**src/cdh_job_fifo.sv**
```systemverilog
// two-entry queue of captured chunks waiting for analysis
module cdh_job_fifo #(
    parameter int WIDTH = 11
) (
    input  logic             aclk,
    input  logic             aresetn,
    input  logic             push,
    input  logic [WIDTH-1:0] push_data,
    output logic             full,
    input  logic             pop,
    output logic             head_valid,
    output logic [WIDTH-1:0] head_data
);
    logic [WIDTH-1:0] entry_reg [2];
    logic             wr_ptr_reg;
    logic             rd_ptr_reg;
    logic [1:0]       fill_reg;

    assign full       = fill_reg == 2'd2;
    assign head_valid = fill_reg != 2'd0;
    assign head_data  = entry_reg[rd_ptr_reg];

    always_ff @(posedge aclk) begin
        if (push) begin
            entry_reg[wr_ptr_reg] <= push_data;
        end
    end

    always_ff @(posedge aclk) begin
        if (!aresetn) begin
            wr_ptr_reg <= 1'b0;
            rd_ptr_reg <= 1'b0;
            fill_reg   <= 2'd0;
        end else begin
            if (push) begin
                wr_ptr_reg <= !wr_ptr_reg;
            end
            if (pop) begin
                rd_ptr_reg <= !rd_ptr_reg;
            end
            fill_reg <= fill_reg + 2'(push) - 2'(pop);
        end
    end

endmodule

```
**config.mk**
```make
export PLATFORM = sky130hd
export DESIGN_NAME = cdh_job_fifo
export DESIGN_NICKNAME = d
export VERILOG_FILES = /design/src/cdh_job_fifo.sv
export SDC_FILE = /design/constraint.sdc
export NUM_CORES = 1
export LEC_CHECK = 0
export ABC_AREA = 1
export BUFFER_PORTS_ARGS = -buffer_cell sky130_fd_sc_hd__buf_2
export CAP_MARGIN = 20
export CORE_MARGIN = 2
export CORE_UTILIZATION = 45
export DETAILED_ROUTE_END_ITERATION = 16
export GPL_TIMING_DRIVEN = 0
export HOLD_SLACK_MARGIN = 0.05
export PLACE_DENSITY_LB_ADDON = 0.1
export SKIP_LAST_GASP = 1
export SYNTH_ARGS = -nofsm -noshare
export SYNTH_HDL_FRONTEND = slang
export SYNTH_SLANG_ARGS = --single-unit
```
**constraint.sdc**
```tcl
create_clock -name aclk -period 1.1 [get_ports aclk]
set_input_delay 0.055 -clock aclk [delete_from_list [all_inputs] [get_ports aclk]]
set_output_delay 0.055 -clock aclk [all_outputs]
set_load 0.05 [all_outputs]
```
# After elaboration in Yosys (flattened, before gate mapping)
# Memory sizes are Yosys's and may differ from the RTL's. A register that Yosys moved wholly into a read port is not among the register bits.
# Index checks and enable logic that the tools add are counted.
[word_totals]
regBits = 4
latchBits = 0
ramBits = 22
rom_bits = 0
inputBits = 15
out_inout_bits = 13
memories = 1
[memory_table]
columns = ["name", "depth", "width", "read_ports", "rd_clocked_by_memory_dff", "wr", "line", "source"]
rows = [
  ["entry_reg", 2, 11, 1, 1, 1, "14", "logic [WIDTH-1:0] entry_reg [2];"],
]
[classes]
add_sub_neg = 2
mul = 0
n_div = 0
n_lt_le_gt_ge = 0
n_eq_ne = 1
shifts = 0
muxes = 4
bitwise = 0
n_reduce_logical = 3
[op_table]
columns = ["cell", "count"]
rows = [
  ["$mux 1", 4],
  ["$add 2x1->2", 1],
  ["$eq 2x2->1 const B", 1],
  ["$logic_not 1->1", 2],
  ["$reduce_bool 2->1", 1],
  ["$sub 2x1->2", 1],
]

# Logic depth before layout (Yosys ltp)
[depth]
word_depth = 3
mapped_depth = 7
ltp_nobuf = 7

# Worst setup path before layout
# No wires, ideal clock.
[synth_timing]
path_kind = "register to register"
start = "reg wr_ptr_reg"
end = "mem entry_reg[0][0], enable pin"
setup_ps = 378
t_arrival_ps = 812
required_ps = 722
slack_ps = -90
path_stages_with_launch = 2
path_cell_list = "dfxtp_1 nor2_1"
[synth_lines]
columns = ["item", "line", "source"]
rows = [
  ["start: declaration", "15", "logic wr_ptr_reg;"],
  ["start signal: assignment", "36", "wr_ptr_reg <= !wr_ptr_reg;"],
  ["end: declaration", "14", ""],
]
# Straight into the memory's write port.

==> flow_summary.json <==
{
  "yosysSeqAreaShare": 0.719,
  "die_y_um": 52.5,
  "p_per_area_mw_per_mm2": 1420,
  "ys_ff_latch": 27,
  "seq_area_um2": 767,
  "viasPerCell": 4.55,
  "first_global_vias": 669,
  "dr.pass1.iters": 4,
  "synth.top_cells.by_area": "edfxtp_1 62%, mux2_4 14%, dfxtp_1 9.5%, nand2_1 3.2%, nor2_1 2.8%",
  "diodes": 0,
  "layout_common_cells": "22 x edfxtp_1, 14 x dlygate4sd3_1, 14 x buf_2, 11 x mux2_4, 11 x buf_6",
  "r2r_start": "fill_reg[0]",
  "final_common_cell": "edfxtp_1",
  "post-place-ws_ps": -72.8,
  "min_from": "push",
  "antenna_found_initial": 0,
  "syn2layout_area_growth_pct": 49.1,
  "max-vdd-ir-drop_uv": 1040,
  "synth_largest_area_cell": "edfxtp_1",
  "die-area_mm2": 0.00276,
  "clk-insertion-delay-late_ps": 320,
  "path_max_fanout": 5,
  "row_count": 17,
  "io_pins": 28,
  "finalCritPeriodShare": 1.23,
  "p_sw_frac": 0.286,
  "crit_arrival_ps": 1300,
  "status": "complete, but fails checks",
  "drt_iter0_markers": 10,
  "setup_viol": 13,
  "htreeDepth": 1,
  "die_w_um": 52.5,
  "fmax_ghz": 0.739,
  "violations": "negative setup slack",
  "postRouteAntennaNets": 0,
  "setup.worst_path.start_class": "flip-flop",
  "p_seq_frac": 0.539,
  "clk_pin_slew_ps": 130,
  "hold_path_class": "in -> reg",
  "cts.sinks": 27,
  "nNetsFinal": 134,
  "synth_top_area_frac": 0.624,
  "wl_mm": 1.83,
  "cts-root-buf": "clkbuf_4",
  "fin_ws_ps": -254,
  "io_buffers": 27,
  "skew_ps": 10.4,
  "grt_max_degree": 15,
  "relSlewSlack": 0.773,
  "syn_nets": 84,
  "p_int_mw": 1.60,
  "final_hold_viol_count": 0,
  "synth_cell_types": 11,
  "p_sw_mw": 0.638,
  "grt_use_total": 0.150,
  "overflow": 0,
  "cts_buffer_depth": 2,
  "largest_register_ffs": 22,
  "crit_type": "reg -> out",
  "core_area_mm2": 0.00221,
  "grt_pass1_wl_mm": 2.77,
  "worst_pin_slew_ps": 340,
  "initial_core_util": 0.479,
  "synth_area_mm2": 0.00106,
  "final_layout_size_suffix_gt1_frac": 0.517,
  "yosysWarnings": 0,
  "fin_util": 0.713,
  "syn_inst": 67,
  "maxCapViolCount": 0,
  "gp_routability_congestion": 0.583,
  "rsz0062_at_grt": "yes",
  "multi_input_area_um2": 310,
  "route.vias.total": 655,
  "syn_avg_cell_area_um2": 15.8,
  "drv_slew": 0,
  "clkPwrFrac": 0.180,
  "cts_buffers": 3,
  "period_needed_ps": 1350,
  "cts_tree": "yes",
  "post-dp-hpwl_mm": 1.06,
  "fillCellCount": 161,
  "comb_power_share": 0.281,
  "drc": 0,
  "p_leak_nw": 0.655,
  "routedWlPerCell_um": 12.7,
  "crit_required_ps": 1040,
  "end_kind": "output port"
}
metal layers:
| layer | vias to the layer above | routed length [um] | GRT usage |
|---|---|---|---|
| met4 | 0 | 30 | 0.0897 |
| met5 | - | 0 | 0 |
| met3 | 4 | 70 | 0.0257 |
| li1 | 329 | - | - |
| met1 | 304 | 708 | 0.151 |
| met2 | 18 | 1020 | 0.281 |
cells in the mapped netlist:
| library cell | instances |
|---|---|
| a21oi_1 | 1 |
| buf_6 | 1 |
| dfxtp_1 | 5 |
| edfxtp_1 | 22 |
| ha_1 | 2 |
| inv_1 | 7 |
| mux2_2 | 1 |
| mux2_4 | 10 |
| nand2_1 | 9 |
| nand3_1 | 1 |
| nor2_1 | 8 |
timing repair:
item                                   4_1_cts  5_1_grt
setup endpoints to repair                   37       26
hold buffers                                14        0
endpoints found under the hold margin       27        0
pin swaps                                    4        0
buffers inserted                             0        2
gates resized for setup                     42        6
gates cloned                                 1        1
worst max-delay path, stage by stage (launching register included):
cell and delay [ps]:
dfxtp_4 400, buf_8 130, mux2_4 300, buf_6 150
per-stage QoR:
step / total power [mW] / TNS, ps / cells / hold WS [ps] / area, um2
6_report: 2.23 / -2760 / 144 / 104 / 1580
5_1_grt: 2.33 / -3700 / 144 / 113 / 1580
4_1_cts: 2.21 / -2880 / 141 / 103 / 1540
3_5_place_dp: 1.66 / -1530 / 122 / 246 / 1230
3_3_place_gp: 1.65 / -1400 / 122 / 243 / 1230
2_1_floorplan: 1.56 / 0 / 67 / 148 / 1060
kinds of logic (layout without fill, tap and decap cells):
group,Yosys count,count (layout),share of synthesized area
flops,27,27,0.719
simple gates,18,18,0.0650
mux,11,11,0.152
buf+inv,8,57,0.0355
fa+ha+maj,2,2,0.0236
compound gates,1,1,0.00472
power groups by stage:
stage               sequential, mW  clock (mW)  combinational [mW]
floorplan                     1.21           0               0.346
global route                  1.21       0.449               0.672
finish                        1.20       0.403               0.627
global placement              1.21           0               0.433
CTS                           1.20       0.415               0.597
detailed placement            1.22           0               0.444
cell type report:
class	count	share of cell area
flip-flops and latches	27	0.486
repair buffers	44	0.245
multi-input cells	32	0.197
well taps	28	0.0222
inverters	7	0.0190
clock buffers	4	0.0167
plain buffers	1	0.00952
repair inverters	1	0.00476
worst paths after layout:
path             endpoint  slack (ps)  depth (start not counted)
max          head_data[8]        -250                          3
min           fill_reg[0]         100                          4
max reg2reg   fill_reg[1]         -10                          6
min reg2reg    rd_ptr_reg         530                          2
Note: power is estimated with default switching activity, not from simulation.
